$ cat config.mk
export PLATFORM = sky130hd
export DESIGN_NAME = round_robin_cpu_scheduler_unit_flat
export DESIGN_NICKNAME = d
export VERILOG_FILES = /design/src/rtl/core/rrs_pkg.sv /design/src/rtl/core/rrs_in_if.sv /design/src/rtl/core/rrs_out_if.sv /design/src/rtl/core/rrs_ctrl.sv /design/src/rtl/core/rrs_datapath.sv /design/src/rtl/core/round_robin_cpu_scheduler_unit.sv /design/src/flat_wrapper.sv
export SDC_FILE = /design/constraint.sdc
export NUM_CORES = 2
export LEC_CHECK = 0
export ABC_AREA = 1
export BUFFER_PORTS_ARGS = -buffer_cell sky130_fd_sc_hd__buf_2
export CAP_MARGIN = 10
export CORE_MARGIN = 1.5
export CORE_UTILIZATION = 62
export DETAILED_ROUTE_END_ITERATION = 7
export GPL_TIMING_DRIVEN = 0
export PLACE_DENSITY = 0.86
export SLEW_MARGIN = 20
export SYNTH_ARGS = -nofsm -noshare
export SYNTH_HDL_FRONTEND = slang
export SYNTH_SLANG_ARGS = --single-unit
$ cat constraint.sdc
create_clock -name clk -period 5.8 [get_ports clk]
set_clock_uncertainty 0.1 [all_clocks]
set_input_delay 0.29 -clock clk [delete_from_list [all_inputs] [get_ports clk]]
set_output_delay 0.29 -clock clk [all_outputs]
set_load 0.005 [all_outputs]
$ cat src/rtl/core/rrs_pkg.sv
package rrs_pkg;

  // Fixed field widths of the ports.
  localparam int TIME_W     = 21;
  localparam int TBL_W      = 16;
  localparam int PIDX_W     = 4;
  localparam int QUANT_W    = 8;
  localparam int PCNT_W     = 5;
  localparam int CFG_IDX_W  = 1;
  localparam int CFG_DATA_W = 8;

  // Register values after reset.
  localparam logic [QUANT_W-1:0] QUANTUM_RESET = 8'd5;
  localparam logic [PCNT_W-1:0]  PCOUNT_RESET  = 5'd16;

  // Input word action codes.
  localparam logic ACT_LOAD = 1'b0;
  localparam logic ACT_STEP = 1'b1;

  // Configuration register indexes.
  typedef enum logic [CFG_IDX_W-1:0] {
    CFG_QUANTUM = 1'b0,
    CFG_PCOUNT  = 1'b1
  } cfg_reg_t;

  // What a table scan looks for.
  typedef enum logic [1:0] {
    SCAN_LOWEST,
    SCAN_MATCH,
    SCAN_WINDOW
  } scan_mode_t;

  // Controller states.
  typedef enum logic [3:0] {
    ST_IDLE,
    ST_LOAD,
    ST_CHECK,
    ST_SCAN_MIN,
    ST_CATCHUP,
    ST_SCAN_EQ,
    ST_DECIDE,
    ST_FETCH,
    ST_SLICE,
    ST_SCAN_WIN,
    ST_FINISH
  } rrs_state_t;

  // Commands from the controller to the datapath.
  typedef struct packed {
    logic       take_item;
    logic       do_load;
    logic       emit_load;
    logic       scan_init;
    logic       scan_run;
    scan_mode_t scan_mode;
    logic       time_catchup;
    logic       pop_issue;
    logic       fetch_issue;
    logic       slice_latch;
    logic       finish;
    logic       emit_done;
  } rrs_cmd_t;

  // Status from the datapath to the controller.
  typedef struct packed {
    logic need_fill;
    logic scan_end;
    logic found;
    logic nothing_to_run;
    logic slot_free;
  } rrs_status_t;

endpackage

$ cat src/rtl/core/rrs_in_if.sv
interface rrs_in_if import rrs_pkg::*; ();

  logic              valid;
  logic              ready;
  logic              action;
  logic [PIDX_W-1:0] proc_index;
  logic [TBL_W-1:0]  arrival_time;
  logic [TBL_W-1:0]  burst_time;

  modport source (
    output valid, action, proc_index, arrival_time, burst_time,
    input  ready
  );

  modport sink (
    input  valid, action, proc_index, arrival_time, burst_time,
    output ready
  );

endinterface

$ cat src/rtl/core/rrs_out_if.sv
interface rrs_out_if import rrs_pkg::*; ();

  logic               valid;
  logic               ready;
  logic [TIME_W-1:0]  start_time;
  logic [PIDX_W-1:0]  dispatched;
  logic [QUANT_W-1:0] run_length;
  logic               completed;
  logic [TIME_W-1:0]  turnaround;
  logic [TIME_W-1:0]  waiting;
  logic               all_done;

  modport source (
    output valid, start_time, dispatched, run_length, completed, turnaround,
           waiting, all_done,
    input  ready
  );

  modport sink (
    input  valid, start_time, dispatched, run_length, completed, turnaround,
           waiting, all_done,
    output ready
  );

endinterface

$ cat src/rtl/core/rrs_ctrl.sv
module rrs_ctrl import rrs_pkg::*; (
  input  logic        clk,
  input  logic        rst,
  input  logic        in_valid,
  input  logic        in_action,
  output logic        in_ready,
  input  rrs_status_t status,
  output rrs_cmd_t    cmd
);

  rrs_state_t state, state_next;

  // State register.
  always_ff @(posedge clk) begin
    if (rst) begin
      state <= ST_IDLE;
    end else begin
      state <= state_next;
    end
  end

  // Next state.
  always_comb begin
    state_next = state;
    unique case (state)
      ST_IDLE: begin
        if (in_valid) begin
          state_next = (in_action == ACT_LOAD) ? ST_LOAD : ST_CHECK;
        end
      end
      ST_LOAD: begin
        if (status.slot_free) state_next = ST_IDLE;
      end
      ST_CHECK: begin
        state_next = status.need_fill ? ST_SCAN_MIN : ST_DECIDE;
      end
      ST_SCAN_MIN: begin
        if (status.scan_end) state_next = ST_CATCHUP;
      end
      ST_CATCHUP: begin
        state_next = status.found ? ST_SCAN_EQ : ST_DECIDE;
      end
      ST_SCAN_EQ: begin
        if (status.scan_end) state_next = ST_DECIDE;
      end
      ST_DECIDE: begin
        if (!status.nothing_to_run) begin
          state_next = ST_FETCH;
        end else if (status.slot_free) begin
          state_next = ST_IDLE;
        end
      end
      ST_FETCH:    state_next = ST_SLICE;
      ST_SLICE:    state_next = ST_SCAN_WIN;
      ST_SCAN_WIN: begin
        if (status.scan_end) state_next = ST_FINISH;
      end
      ST_FINISH: begin
        if (status.slot_free) state_next = ST_IDLE;
      end
      default:     state_next = ST_IDLE;
    endcase
  end

  // Commands for the current state.
  always_comb begin
    cmd       = '0;
    cmd.scan_mode = SCAN_LOWEST;
    in_ready  = 1'b0;
    unique case (state)
      ST_IDLE: begin
        in_ready      = 1'b1;
        cmd.take_item = in_valid;
      end
      ST_LOAD: begin
        cmd.do_load   = status.slot_free;
        cmd.emit_load = status.slot_free;
      end
      ST_CHECK: begin
        cmd.scan_init = status.need_fill;
      end
      ST_SCAN_MIN: begin
        cmd.scan_run  = 1'b1;
        cmd.scan_mode = SCAN_LOWEST;
      end
      ST_CATCHUP: begin
        cmd.time_catchup = status.found;
        cmd.scan_init    = status.found;
      end
      ST_SCAN_EQ: begin
        cmd.scan_run  = 1'b1;
        cmd.scan_mode = SCAN_MATCH;
      end
      ST_DECIDE: begin
        cmd.pop_issue = !status.nothing_to_run;
        cmd.emit_done = status.nothing_to_run && status.slot_free;
      end
      ST_FETCH: begin
        cmd.fetch_issue = 1'b1;
      end
      ST_SLICE: begin
        cmd.slice_latch = 1'b1;
        cmd.scan_init   = 1'b1;
      end
      ST_SCAN_WIN: begin
        cmd.scan_run  = 1'b1;
        cmd.scan_mode = SCAN_WINDOW;
      end
      ST_FINISH: begin
        cmd.finish = status.slot_free;
      end
      default: begin
        cmd = '0;
      end
    endcase
  end

endmodule

$ cat src/rtl/core/rrs_datapath.sv
module rrs_datapath import rrs_pkg::*; #(
  parameter int MAX_PROCESSES = 16
) (
  input  logic                  clk,
  input  logic                  rst,
  input  logic                  cfg_we,
  input  logic [CFG_IDX_W-1:0]  cfg_index,
  input  logic [CFG_DATA_W-1:0] cfg_data,
  input  logic [PIDX_W-1:0]     in_proc_index,
  input  logic [TBL_W-1:0]      in_arrival_time,
  input  logic [TBL_W-1:0]      in_burst_time,
  input  rrs_cmd_t              cmd,
  output rrs_status_t           status,
  rrs_out_if.source             result
);

  localparam int IW = $clog2(MAX_PROCESSES);
  localparam int NW = $clog2(MAX_PROCESSES + 1);
  localparam int CW = (NW > PCNT_W) ? NW : PCNT_W;
  localparam logic [NW-1:0] MAX_N    = NW'(MAX_PROCESSES);
  localparam logic [IW-1:0] LAST_IDX = IW'(MAX_PROCESSES - 1);

  // Configuration registers.
  logic [QUANT_W-1:0] quantum;
  logic [PCNT_W-1:0]  pcount;

  // Captured load word.
  logic [PIDX_W-1:0] ld_idx;
  logic [TBL_W-1:0]  ld_arr;
  logic [TBL_W-1:0]  ld_burst;

  // Process tables and the ready queue.
  logic [TBL_W-1:0] arr_mem   [MAX_PROCESSES];
  logic [TBL_W-1:0] burst_mem [MAX_PROCESSES];
  logic [TBL_W-1:0] rem_mem   [MAX_PROCESSES];
  logic [IW-1:0]    fifo_mem  [MAX_PROCESSES];

  // Run state.
  logic [MAX_PROCESSES-1:0] rem_written;
  logic [MAX_PROCESSES-1:0] enq_mask;
  logic [IW-1:0]            head;
  logic [IW-1:0]            tail;
  logic [NW-1:0]            fill;
  logic [NW-1:0]            fin;
  logic [TIME_W-1:0]        cur_time;

  // Scan state.
  logic [NW-1:0]    cnt;
  logic             found;
  logic [TBL_W-1:0] earliest;

  // Registered read data.
  logic [TBL_W-1:0] arr_rd;
  logic [TBL_W-1:0] burst_rd;
  logic [TBL_W-1:0] rem_rd;
  logic             written_rd;
  logic [IW-1:0]    rd_idx;
  logic [IW-1:0]    fifo_rd;

  // The process being dispatched.
  logic [IW-1:0]      p_idx;
  logic [TBL_W-1:0]   p_rem;
  logic [TBL_W-1:0]   p_arr;
  logic [TBL_W-1:0]   p_burst;
  logic [QUANT_W-1:0] p_slice;
  logic [TIME_W-1:0]  p_start;
  logic [TIME_W:0]    p_end;

  // Output register.
  logic               out_valid;
  logic [TIME_W-1:0]  out_start;
  logic [PIDX_W-1:0]  out_disp;
  logic [QUANT_W-1:0] out_run;
  logic               out_completed;
  logic [TIME_W-1:0]  out_tat;
  logic [TIME_W-1:0]  out_wait;
  logic               out_all_done;

  // Combinational helpers.
  logic [CW-1:0]      pcount_ext;
  logic [NW-1:0]      n_active;
  logic [QUANT_W-1:0] q_eff;
  logic [IW-1:0]      rd_addr;
  logic [TBL_W-1:0]   eff_rem;
  logic [QUANT_W-1:0] slice_val;
  logic               ld_in_range;
  logic               scan_proc;
  logic               eligible;
  logic               window_hit;
  logic               scan_push;
  logic               requeue;
  logic               push_en;
  logic [IW-1:0]      push_idx;
  logic [IW-1:0]      head_inc;
  logic [IW-1:0]      tail_inc;
  logic [TIME_W-1:0]  tat;
  logic               slot_free;

  // Active process count and effective quantum.
  assign pcount_ext = CW'(pcount);
  assign n_active   = (pcount_ext > CW'(MAX_PROCESSES)) ? MAX_N : NW'(pcount_ext);
  assign q_eff      = (quantum == '0) ? QUANT_W'(1) : quantum;

  // Table read address: scan counter, or the popped process.
  assign rd_addr   = cmd.fetch_issue ? fifo_rd : cnt[IW-1:0];
  assign eff_rem   = written_rd ? rem_rd : burst_rd;
  assign slice_val = (eff_rem < TBL_W'(q_eff)) ? eff_rem[QUANT_W-1:0] : q_eff;
  assign ld_in_range = (32'(ld_idx) < 32'(MAX_PROCESSES));

  // Scan evaluation: the data read last cycle belongs to rd_idx.
  assign scan_proc  = cmd.scan_run && (cnt != '0);
  assign eligible   = !enq_mask[rd_idx];
  assign window_hit = (TIME_W'(arr_rd) > p_start) && ((TIME_W + 1)'(arr_rd) <= p_end);
  always_comb begin
    scan_push = 1'b0;
    unique case (cmd.scan_mode)
      SCAN_MATCH:  scan_push = scan_proc && eligible && (arr_rd == earliest);
      SCAN_WINDOW: scan_push = scan_proc && eligible && window_hit;
      default:     scan_push = 1'b0;
    endcase
  end

  // Queue push from a scan hit or a preempted process.
  assign requeue  = cmd.finish && (p_rem > TBL_W'(p_slice));
  assign push_en  = (scan_push || requeue) && (fill < MAX_N);
  assign push_idx = requeue ? p_idx : rd_idx;
  assign head_inc = (head == LAST_IDX) ? '0 : head + 1'b1;
  assign tail_inc = (tail == LAST_IDX) ? '0 : tail + 1'b1;

  assign tat       = p_end[TIME_W-1:0] - TIME_W'(p_arr);
  assign slot_free = !out_valid || result.ready;

  // Status to the controller.
  assign status.need_fill      = (fill == '0) && (fin < n_active);
  assign status.scan_end       = (cnt == n_active);
  assign status.found          = found;
  assign status.nothing_to_run = (fin >= n_active) || (fill == '0);
  assign status.slot_free      = slot_free;

  // Memories: table writes, queue writes and registered reads.
  always_ff @(posedge clk) begin
    if (cmd.do_load && ld_in_range) begin
      arr_mem[IW'(ld_idx)]   <= ld_arr;
      burst_mem[IW'(ld_idx)] <= ld_burst;
    end
    if (cmd.finish) begin
      rem_mem[p_idx] <= requeue ? (p_rem - TBL_W'(p_slice)) : '0;
    end
    if (push_en) begin
      fifo_mem[tail] <= push_idx;
    end
    arr_rd   <= arr_mem[rd_addr];
    burst_rd <= burst_mem[rd_addr];
    rem_rd   <= rem_mem[rd_addr];
    if (cmd.pop_issue) begin
      fifo_rd <= fifo_mem[head];
    end
  end

  // Control state.
  always_ff @(posedge clk) begin
    if (rst) begin
      quantum     <= QUANTUM_RESET;
      pcount      <= PCOUNT_RESET;
      rem_written <= '0;
      enq_mask    <= '0;
      head        <= '0;
      tail        <= '0;
      fill        <= '0;
      fin         <= '0;
      cur_time    <= '0;
      cnt         <= '0;
      found       <= 1'b0;
      out_valid   <= 1'b0;
    end else begin
      if (cfg_we) begin
        unique case (cfg_index)
          CFG_QUANTUM: quantum <= cfg_data[QUANT_W-1:0];
          CFG_PCOUNT:  pcount  <= cfg_data[PCNT_W-1:0];
          default:     quantum <= quantum;
        endcase
      end

      if (cmd.do_load) begin
        rem_written <= '0;
        enq_mask    <= '0;
        head        <= '0;
        tail        <= '0;
        fill        <= '0;
        fin         <= '0;
        cur_time    <= '0;
      end else begin
        // Scan counter and lowest-arrival search.
        if (cmd.scan_init) begin
          cnt   <= '0;
          found <= 1'b0;
        end else if (cmd.scan_run) begin
          if (cnt != n_active) cnt <= cnt + 1'b1;
          if (cmd.scan_mode == SCAN_LOWEST && scan_proc && eligible &&
              (!found || arr_rd < earliest)) begin
            found <= 1'b1;
          end
        end

        if (cmd.time_catchup && (TIME_W'(earliest) > cur_time)) begin
          cur_time <= TIME_W'(earliest);
        end

        // Queue pointers; a push and a pop never fall in one cycle.
        if (push_en) begin
          tail               <= tail_inc;
          fill               <= fill + 1'b1;
          enq_mask[push_idx] <= 1'b1;
        end else if (cmd.pop_issue) begin
          head <= head_inc;
          fill <= fill - 1'b1;
        end

        if (cmd.finish) begin
          cur_time           <= p_end[TIME_W-1:0];
          rem_written[p_idx] <= 1'b1;
          if (!requeue) fin <= fin + 1'b1;
        end
      end

      if (cmd.emit_load || cmd.emit_done || cmd.finish) begin
        out_valid <= 1'b1;
      end else if (result.ready) begin
        out_valid <= 1'b0;
      end
    end
  end

  // Payload registers.
  always_ff @(posedge clk) begin
    if (cmd.take_item) begin
      ld_idx   <= in_proc_index;
      ld_arr   <= in_arrival_time;
      ld_burst <= in_burst_time;
    end

    rd_idx     <= rd_addr;
    written_rd <= rem_written[rd_addr];

    if (cmd.scan_run && cmd.scan_mode == SCAN_LOWEST && scan_proc && eligible &&
        (!found || arr_rd < earliest)) begin
      earliest <= arr_rd;
    end

    if (cmd.fetch_issue) begin
      p_idx <= fifo_rd;
    end

    if (cmd.slice_latch) begin
      p_rem   <= eff_rem;
      p_arr   <= arr_rd;
      p_burst <= burst_rd;
      p_slice <= slice_val;
      p_start <= cur_time;
      p_end   <= (TIME_W + 1)'(cur_time) + (TIME_W + 1)'(slice_val);
    end

    // Result word.
    if (cmd.emit_load) begin
      out_start     <= '0;
      out_disp      <= '0;
      out_run       <= '0;
      out_completed <= 1'b0;
      out_tat       <= '0;
      out_wait      <= '0;
      out_all_done  <= 1'b0;
    end else if (cmd.emit_done) begin
      out_start     <= cur_time;
      out_disp      <= '0;
      out_run       <= '0;
      out_completed <= 1'b0;
      out_tat       <= '0;
      out_wait      <= '0;
      out_all_done  <= 1'b1;
    end else if (cmd.finish) begin
      out_start     <= p_start;
      out_disp      <= PIDX_W'(p_idx);
      out_run       <= p_slice;
      out_completed <= !requeue;
      out_tat       <= requeue ? '0 : tat;
      out_wait      <= requeue ? '0 : (tat - TIME_W'(p_burst));
      out_all_done  <= 1'b0;
    end
  end

  assign result.valid      = out_valid;
  assign result.start_time = out_start;
  assign result.dispatched = out_disp;
  assign result.run_length = out_run;
  assign result.completed  = out_completed;
  assign result.turnaround = out_tat;
  assign result.waiting    = out_wait;
  assign result.all_done   = out_all_done;

endmodule

$ cat src/rtl/core/round_robin_cpu_scheduler_unit.sv
// Round-robin CPU scheduler with a fixed quantum over a table of up to
// MAX_PROCESSES processes. A load word writes one process's arrival and
// burst and restarts the schedule. A step word makes one dispatch and
// returns the slice start, the process, the run length and, on completion,
// turnaround and waiting time. A dispatching step walks the process table
// through a single registered read port, one entry per cycle, over
// n = process_count entries: once when the ready queue holds work, and,
// when the queue first has to be refilled from the next arrival time,
// before that to find the next arrival and to queue the processes that
// arrive then. The result sits in an output register, so the next word is
// taken while a result waits; a step finishes only once that register is
// free. Configuration may be written only while no word is in flight.
module round_robin_cpu_scheduler_unit import rrs_pkg::*; #(
  parameter int MAX_PROCESSES = 16
) (
  input  logic                  clk,
  input  logic                  rst,
  input  logic                  cfg_we,
  input  logic [CFG_IDX_W-1:0]  cfg_index,
  input  logic [CFG_DATA_W-1:0] cfg_data,
  rrs_in_if.sink                sched_in,
  rrs_out_if.source             sched_out
);

  rrs_cmd_t    cmd;
  rrs_status_t status;
  logic        in_ready;

  // Sequencer.
  rrs_ctrl u_ctrl (
    .clk       (clk),
    .rst       (rst),
    .in_valid  (sched_in.valid),
    .in_action (sched_in.action),
    .in_ready  (in_ready),
    .status    (status),
    .cmd       (cmd)
  );

  assign sched_in.ready = in_ready;

  // Tables, ready queue, timing arithmetic and result register.
  rrs_datapath #(
    .MAX_PROCESSES (MAX_PROCESSES)
  ) u_datapath (
    .clk             (clk),
    .rst             (rst),
    .cfg_we          (cfg_we),
    .cfg_index       (cfg_index),
    .cfg_data        (cfg_data),
    .in_proc_index   (sched_in.proc_index),
    .in_arrival_time (sched_in.arrival_time),
    .in_burst_time   (sched_in.burst_time),
    .cmd             (cmd),
    .status          (status),
    .result          (sched_out)
  );

endmodule
$ cat src/flat_wrapper.sv
// flat-port wrapper written by rule: the top's interface ports become plain ports
module round_robin_cpu_scheduler_unit_flat import rrs_pkg::*;
#(
  parameter int MAX_PROCESSES = 16
)
  (clk, rst, cfg_we, cfg_index, cfg_data, sched_in_valid, sched_in_action, sched_in_proc_index, sched_in_arrival_time, sched_in_burst_time, sched_in_ready, sched_out_valid, sched_out_start_time, sched_out_dispatched, sched_out_run_length, sched_out_completed, sched_out_turnaround, sched_out_waiting, sched_out_all_done, sched_out_ready);
  rrs_in_if sched_in_i ();
  rrs_out_if sched_out_i ();
  input  logic clk;
  input  logic rst;
  input  logic cfg_we;
  input  logic [CFG_IDX_W-1:0] cfg_index;
  input  logic [CFG_DATA_W-1:0] cfg_data;
  input wire logic [$bits(sched_in_i.valid)-1:0] sched_in_valid;
  input wire logic [$bits(sched_in_i.action)-1:0] sched_in_action;
  input wire logic [$bits(sched_in_i.proc_index)-1:0] sched_in_proc_index;
  input wire logic [$bits(sched_in_i.arrival_time)-1:0] sched_in_arrival_time;
  input wire logic [$bits(sched_in_i.burst_time)-1:0] sched_in_burst_time;
  output wire logic [$bits(sched_in_i.ready)-1:0] sched_in_ready;
  output wire logic [$bits(sched_out_i.valid)-1:0] sched_out_valid;
  output wire logic [$bits(sched_out_i.start_time)-1:0] sched_out_start_time;
  output wire logic [$bits(sched_out_i.dispatched)-1:0] sched_out_dispatched;
  output wire logic [$bits(sched_out_i.run_length)-1:0] sched_out_run_length;
  output wire logic [$bits(sched_out_i.completed)-1:0] sched_out_completed;
  output wire logic [$bits(sched_out_i.turnaround)-1:0] sched_out_turnaround;
  output wire logic [$bits(sched_out_i.waiting)-1:0] sched_out_waiting;
  output wire logic [$bits(sched_out_i.all_done)-1:0] sched_out_all_done;
  input wire logic [$bits(sched_out_i.ready)-1:0] sched_out_ready;
  assign sched_in_i.valid = sched_in_valid;
  assign sched_in_i.action = sched_in_action;
  assign sched_in_i.proc_index = sched_in_proc_index;
  assign sched_in_i.arrival_time = sched_in_arrival_time;
  assign sched_in_i.burst_time = sched_in_burst_time;
  assign sched_in_ready = sched_in_i.ready;
  assign sched_out_valid = sched_out_i.valid;
  assign sched_out_start_time = sched_out_i.start_time;
  assign sched_out_dispatched = sched_out_i.dispatched;
  assign sched_out_run_length = sched_out_i.run_length;
  assign sched_out_completed = sched_out_i.completed;
  assign sched_out_turnaround = sched_out_i.turnaround;
  assign sched_out_waiting = sched_out_i.waiting;
  assign sched_out_all_done = sched_out_i.all_done;
  assign sched_out_i.ready = sched_out_ready;
  round_robin_cpu_scheduler_unit #(.MAX_PROCESSES(MAX_PROCESSES)) u_core (.clk(clk), .rst(rst), .cfg_we(cfg_we), .cfg_index(cfg_index), .cfg_data(cfg_data), .sched_in(sched_in_i), .sched_out(sched_out_i));
endmodule
# Word-level counts from Yosys, hierarchy flattened
# Memories as Yosys holds them, arrays and structs flattened. A register that Yosys moved wholly into a read port is not among the register bits.
# Index checks and enable logic that the tools add are counted.
# op_classes
bitwise_logic	6
n_mux	63
eq_ne	21
addsub	10
order_cmp	16
reduce_logical	52
# op_table
operator	count
$mux W21	6
$gt A16 B21 Y1	2
$sub A21 B16 Y21	2
$mux W4	10
$pmux W4 S10	1
$mux W16	2
$or A16 B16 Y16	2
$mux W5	6
$mux W1	25
$add A21 B8 Y22	1
$le A16 B22 Y1	1
$eq A4 B4 Y1 const B	5
$lt A4 B5 Y1 const B	4
$logic_and A1 B1 Y1	19
$eq A16 B16 Y1	1
$eq A4 B3 Y1 const B	4
$gt A16 B8 Y1	1
$lt A16 B16 Y1	1
$lt A16 B8 Y1	1
$mux W8	2
$sub A16 B8 Y16	1
$add A5 B1 Y5 const B	3
$reduce_bool A2 Y1	7
$pmux W3 S3	1
other kinds (33)	60
# word_totals
memories	4
elab_cells	205
inputBits	51
mem_bits_rw	832
out_inout_bits	79
regBits	332
# memory_table
name	words	width	rd	rd_clocked_by_memory_dff	wr	line	text
u_core.u_datapath.arr_mem	16	16	1	1	1	rrs_datapath.sv:33	logic [TBL_W-1:0] arr_mem [MAX_PROCESSES];
u_core.u_datapath.burst_mem	16	16	1	1	1	rrs_datapath.sv:34	logic [TBL_W-1:0] burst_mem [MAX_PROCESSES];
u_core.u_datapath.rem_mem	16	16	1	1	1	rrs_datapath.sv:35	logic [TBL_W-1:0] rem_mem [MAX_PROCESSES];
u_core.u_datapath.fifo_mem	16	4	1	1	1	rrs_datapath.sv:36	logic [IW-1:0] fifo_mem [MAX_PROCESSES];

# Depth between registers and ports, before layout
# depth
ltp_word	10
depth_mapped	28
ltp_nobuf	27

# Cells and area by module
# From an unflattened synthesis, not the netlist that was laid out.
# unflattened
cells_unflattened	4803
area_unflattened_um2	52311.4
# by_module_without_submodules
module	cells_each	area_each_um2	seq_area_each_um2	instances
rrs_datapath	4717	51849.7	34182.8	1
rrs_ctrl	86	461.7	80.1	1

# Least setup slack after synthesis
# OpenSTA, ideal clock, no wires.
# synth_timing
path_kind	flip-flop to flip-flop
start	register u_core.u_ctrl.state[3]
end	register u_core.u_datapath.p_arr[0] (enable)
path_buffers	0
t_arrival_ps	4695
required_time_ps	5142
setup_time_ps	558
synth_period_minus_slack_ps	5353
stages_incl_launch_ff	5
path_slack_ps	447
path_cell_list	dfxtp_1 inv_1 nor2_1 inv_1 nor2_1
# synth_between
elab_chain_cells	2
# synth_rtl
item	line	text
start, declared	rrs_ctrl.sv:11	rrs_state_t state, state_next;
start signal, assigned	rrs_ctrl.sv:18	state <= state_next;
$eq A4 B4 Y1	rrs_ctrl.sv:70	unique case (state)
$mux W1	rrs_ctrl.sv:70	
end signal, assigned	rrs_datapath.sv:256	p_arr <= arr_rd;
end, declared	rrs_datapath.sv:63	logic [TBL_W-1:0] p_arr;
# Every way passes these cells.
# A chain may end at the register's enable or synchronous reset.

# Worst setup path in the final report
# layout_timing
start	register u_core.u_datapath.written_rd
end	register u_core.u_datapath.p_end[19], data pin
# layout_between
elab_chain_cells	4
# layout_rtl
item	line	text
start, declared	rrs_datapath.sv:56	logic written_rd;
start signal, assigned	rrs_datapath.sv:243	written_rd <= rem_written[rd_addr];
$mux W16	rrs_datapath.sv:106	assign eff_rem = written_rd ? rem_rd : burst_rd;
via u_core.u_datapath.eff_rem[7]	rrs_datapath.sv:84	logic [TBL_W-1:0] eff_rem;
$lt A16 B8 Y1	rrs_datapath.sv:107	assign slice_val = (eff_rem < TBL_W'(q_eff)) ? eff_rem[QUANT_W-1:0] : q_eff;
$mux W8	rrs_datapath.sv:107	
via u_core.u_datapath.slice_val[2]	rrs_datapath.sv:85	logic [QUANT_W-1:0] slice_val;
$add A21 B8 Y22	rrs_datapath.sv:260	p_end <= (TIME_W + 1)'(cur_time) + (TIME_W + 1)'(slice_val);
end signal, assigned	rrs_datapath.sv:260	
end, declared	rrs_datapath.sv:67	logic [TIME_W:0] p_end;
# The timed path passes the listed nets, and every way through them passes these cells.

==> results.tsv <==
stage	metric	value	unit
detailed_routing	drt_first_pass_iters	8	
floorplanning	die_area	84200	um2
floorplanning	die_width	290	um
cts	numClockSinks	1216	
synthesis	synth.cells.most_frequent	edfxtp_1, nor2_1, nand2_1, o21ai_0, inv_1	
global_route	grt_first_pass_wirelength	235000	um
synthesis	yosysMostFrequentCell	edfxtp_1	
synthesis	synthTopCellsByArea	edfxtp_1, dfxtp_1, nor2_1	
worst_setup_path	critical_path.reg2reg.endpoint	u_core.u_datapath.p_end[19]	
worst_hold_path	min_path_type	in2reg	
synthesis	synth_seq_area_share	0.670	
global_route	grt_max_degree	29	
worst_setup_path	data_arrival_time_at_the_worst_slack_endpoint	5.56	ns
timing	max_slew.worst_pin.slew	1.21	ns
cts	post_cts_resize_count	0	
cts	cts_tree	done	
detailed_routing	detail_route.vias_per_cell	6.69	
worst_hold_path	endpoint_worst_hold	u_core.u_ctrl.state[1]	
power_and_ir_drop	pwr_density_cell	338	nW/um2
power_and_ir_drop	total_leakage_power	21.9	nW
placed_design	dp_cells	5747	
synthesis	synthCells	4507	
cts	cts_hold_buffers	55	
synthesis	synth.avg_cell_area	11.3	um2
timing	setup_total_negative_slack	0	ns
global_route	grt_usage	0.373	
synthesis	synthesis.nets	4702	
timing	fin_crit	5.20	ns
cts	ctsRootBufferMaster	clkbuf_16	
timing	final.period_utilization	0.896	
detailed_routing	antenna_violating_nets_post_route	0	
final_layout	design.final.nets	5045	
worst_setup_path	endpoint_kind	flip-flop	
synthesis	synth_warnings	0	
timing	final_critical_path_setup_slack	0.602	ns
placed_design	post-dp-hpwl	104000	um
floorplanning	floorplan.core_area	81800	um2
synthesis	synth_xor_area_frac	0.00993	
detailed_routing	drt-initial-drc-count	6823	
detailed_routing	vias	40300	
worst_setup_path	cp_data_required_time	6.16	ns
detailed_routing	highest-signal-layer	met4	
synthesis	ys_seq_elements	1216	
worst_setup_path	timing.critical_path.fanout_max	10	
placed_design	port_buffers	128	
cts	cts_setup_buffers	0	
worst_setup_path	ff2ff_setup_slack	0.60	ns
detailed_routing	wl_met3	22800	um
synthesis	post_synth_and_or_nand_nor_area_fraction	0.117	
run	maximum_capacitance_violations	0	
timing	clock.fmax	192	MHz
synthesis	synth_top_area_share	0.582	
synthesis	async_reset_ff_frac	0	
timing	max_slew_margin	0.192	
floorplanning	die_h	290	um
global_route	total_overflow_reported_by_the_global_router	0	
cts	ctsLongestPathBuffers	3	
synthesis	synth_mux_area_frac	0.00137	
placed_design	final_estimated_routing_congestion_in_global_placement	0.990	
timing	grt_setup_unrepaired	no	
timing	setup-violations-final	0	
detailed_routing	drt_drc_violations_left	0	
final_layout	stdcell_count	6017	
timing	final-hold-violation-count	0	
final_layout	layout-drive-gt1-share	0.108	
detailed_routing	routed_wirelength	160000	um
worst_setup_path	worst_reg2reg_path_length_in_cells	23	
timing	timing.hold.ws	0.00616	ns
power_and_ir_drop	total_power	19.8	mW
floorplanning	placement_rows	105	
synthesis	synth_edf_count	991	
synthesis	synth_adder_area_share	0.0360	
final_layout	signed_area_change_from_the_synthesized_netlist_to_the_final_layout	14.5	%
detailed_routing	route.met2.wl	72400	um
synthesis	syn_area	51100	um2
synthesis	synth_compound_area_frac	0.123	
worst_hold_path	holdCritStartpoint	sched_in_valid	
floorplanning	ioPinCount	130	
cts	worst_setup_hold_path_clk_slew	0.06	ns
cts	cts_inserted_buffers	116	
cts	cts.htree.levels	3	
floorplanning	initial_utilization	0.625	
worst_hold_path	worst_hold_path.num_cells	5	
worst_setup_path	timing_worst_setup_path_type	reg2reg	
final_layout	fillers	5100	
global_route	number_of_antenna_violations_at_the_first_check_in_global_routing	10	
synthesis	yosys.area.top_type	edfxtp_1	
timing	report.final.slew_viol_count	0	
worst_setup_path	regToRegStartpoint	u_core.u_datapath.written_rd	
power_and_ir_drop	max_rail_drop_vdd	407	uV
cts	clock_latency_late_sink	0.73	ns
detailed_routing	wl_per_cell	26.6	um
outcome	status	completed	
synthesis	largest_family_of_logic_cells_by_synthesized_area	compound AO/OA/AOI/OAI gates	
global_route	grt_pass1_vias	39700	
worst_setup_path	crit_path_start_kind	flip-flop	
detailed_routing	routedLengthMet1	52500	um
synthesis	synth_top_flop_cell	edfxtp_1	
synthesis	post_synthesis_cell_type_count	54	
placed_design	dpl_worst_slack	0.731	ns
## placed cells by master, fill, tap and decap left out, types with 16 or more instances in the layout
| master | synthesis | routed |
|---|---|---|
| nor2_1 | 701 | 663 |
| inv_1 | 299 | 299 |
| a21oi_1 | 208 | 205 |
| clkbuf_16 | 0 | 121 |
| nand3_1 | 153 | 153 |
| nor3_1 | 22 | 16 |
| o211ai_1 | 66 | 66 |
| nand4_1 | 24 | 24 |
| dlygate4sd3_1 | 0 | 55 |
| dfxtp_1 | 225 | 225 |
| o221ai_1 | 143 | 143 |
| o21ai_1 | 123 | 123 |
| ha_1 | 139 | 139 |
| buf_4 | 11 | 19 |
| clkinv_1 | 2 | 24 |
| nor2_2 | 1 | 16 |
| nor2_4 | 3 | 26 |
| edfxtp_1 | 991 | 991 |
| o21ai_0 | 389 | 389 |
| xor2_1 | 44 | 44 |
| o22ai_1 | 79 | 79 |
| clkinv_2 | 0 | 18 |
| clkbuf_1 | 99 | 121 |
| nand2_1 | 546 | 546 |
| buf_2 | 103 | 231 |
## how the worst max path moves through the flow
stage	from	endpoint	slack (ns)	depth (start not counted)
global placement	u_core.u_ctrl.state[3]	u_core.u_datapath.p_start[15]	-1.31	4
floorplan	u_core.u_ctrl.state[3]	u_core.u_datapath.p_arr[0]	0.45	4
global route	u_core.u_datapath.written_rd	u_core.u_datapath.p_end[19]	0.18	23
CTS	u_core.u_datapath.written_rd	u_core.u_datapath.p_end[19]	0.70	23
finish	u_core.u_datapath.written_rd	u_core.u_datapath.p_end[19]	0.60	23
detailed placement	u_core.u_datapath.written_rd	u_core.u_datapath.p_end[19]	0.73	23
## metal layers
layer,up-vias,GRT usage
li1,16800,-
met1,18700,0.454
met2,3887,0.592
met3,913,0.105
met4,0,0.236
met5,-,0
## cell type report
type                    count  area (um2)  area share
inverters                 314        1180      0.0202
plain buffers             223        1010      0.0172
flip-flops and latches   1216       34300       0.585
clock inverters            64         699      0.0119
multi-input cells        2754       14900       0.255
well taps                1070        1340      0.0229
clock buffers             147        3170      0.0541
repair buffers            225        1940      0.0332
diodes                      4        10.0    0.000171
## cells by family after synthesis
family,Yosys count
AO/OA/AOI/OAI,1064
XOR/XNOR,58
adder cells (fa/ha/maj),144
buffers and inverters,537
flip-flops,1216
multiplexers,7
AND/OR/NAND/NOR,1481
## flip-flops by register name, indices dropped and copies added, names as in the netlist, 21 cells and up
register and count:
u_core.u_datapath.arr_mem 256, u_core.u_datapath.burst_mem 256, u_core.u_datapath.rem_mem 256, u_core.u_datapath.fifo_mem 64
u_core.u_datapath.p_end 22, u_core.u_datapath.cur_time 21, u_core.u_datapath.p_start 21, u_core.u_datapath.result.start_time 21
u_core.u_datapath.result.turnaround 21, u_core.u_datapath.result.waiting 21
## where the power goes
| part | total (mW) | switching [mW] | internal (mW) |
|---|---|---|---|
| sequential | 9.96 | 0.258 | 9.70 |
| clock | 7.82 | 3.35 | 4.47 |
| combinational | 2.04 | 1.52 | 0.516 |
## critical path: stages, from the launching register on
cell and delay (ns):
dfxtp_1 0.31, buf_2 0.20, clkbuf_1 0.40, nand2_1 0.14
nand2_1 0.17, ha_1 0.26, a211oi_1 0.25, o2111a_1 0.21
buf_2 0.21, nand2_1 0.22, nand2_1 0.11, nand2_1 0.14
ha_1 0.40, nand3_1 0.09, nand2_1 0.11, a21oi_1 0.11
o21ai_0 0.28, nand2_1 0.09, a21oi_1 0.25, nand3_1 0.18
nor2_1 0.28, nand2_1 0.18, o21ai_0 0.18, nand2_1 0.07
## metrics by stage
| step | instance area (um2) | util |
|---|---|---|
| 4_1_cts | 58500 | 0.715 |
| 6_report | 58600 | 0.715 |
| 3_5_place_dp | 54100 | 0.661 |
| 2_1_floorplan | 51100 | - |
| 3_3_place_gp | 53100 | 0.649 |
| 5_1_grt | 58500 | 0.715 |
Note: power is estimated with default switching activity, not from simulation.
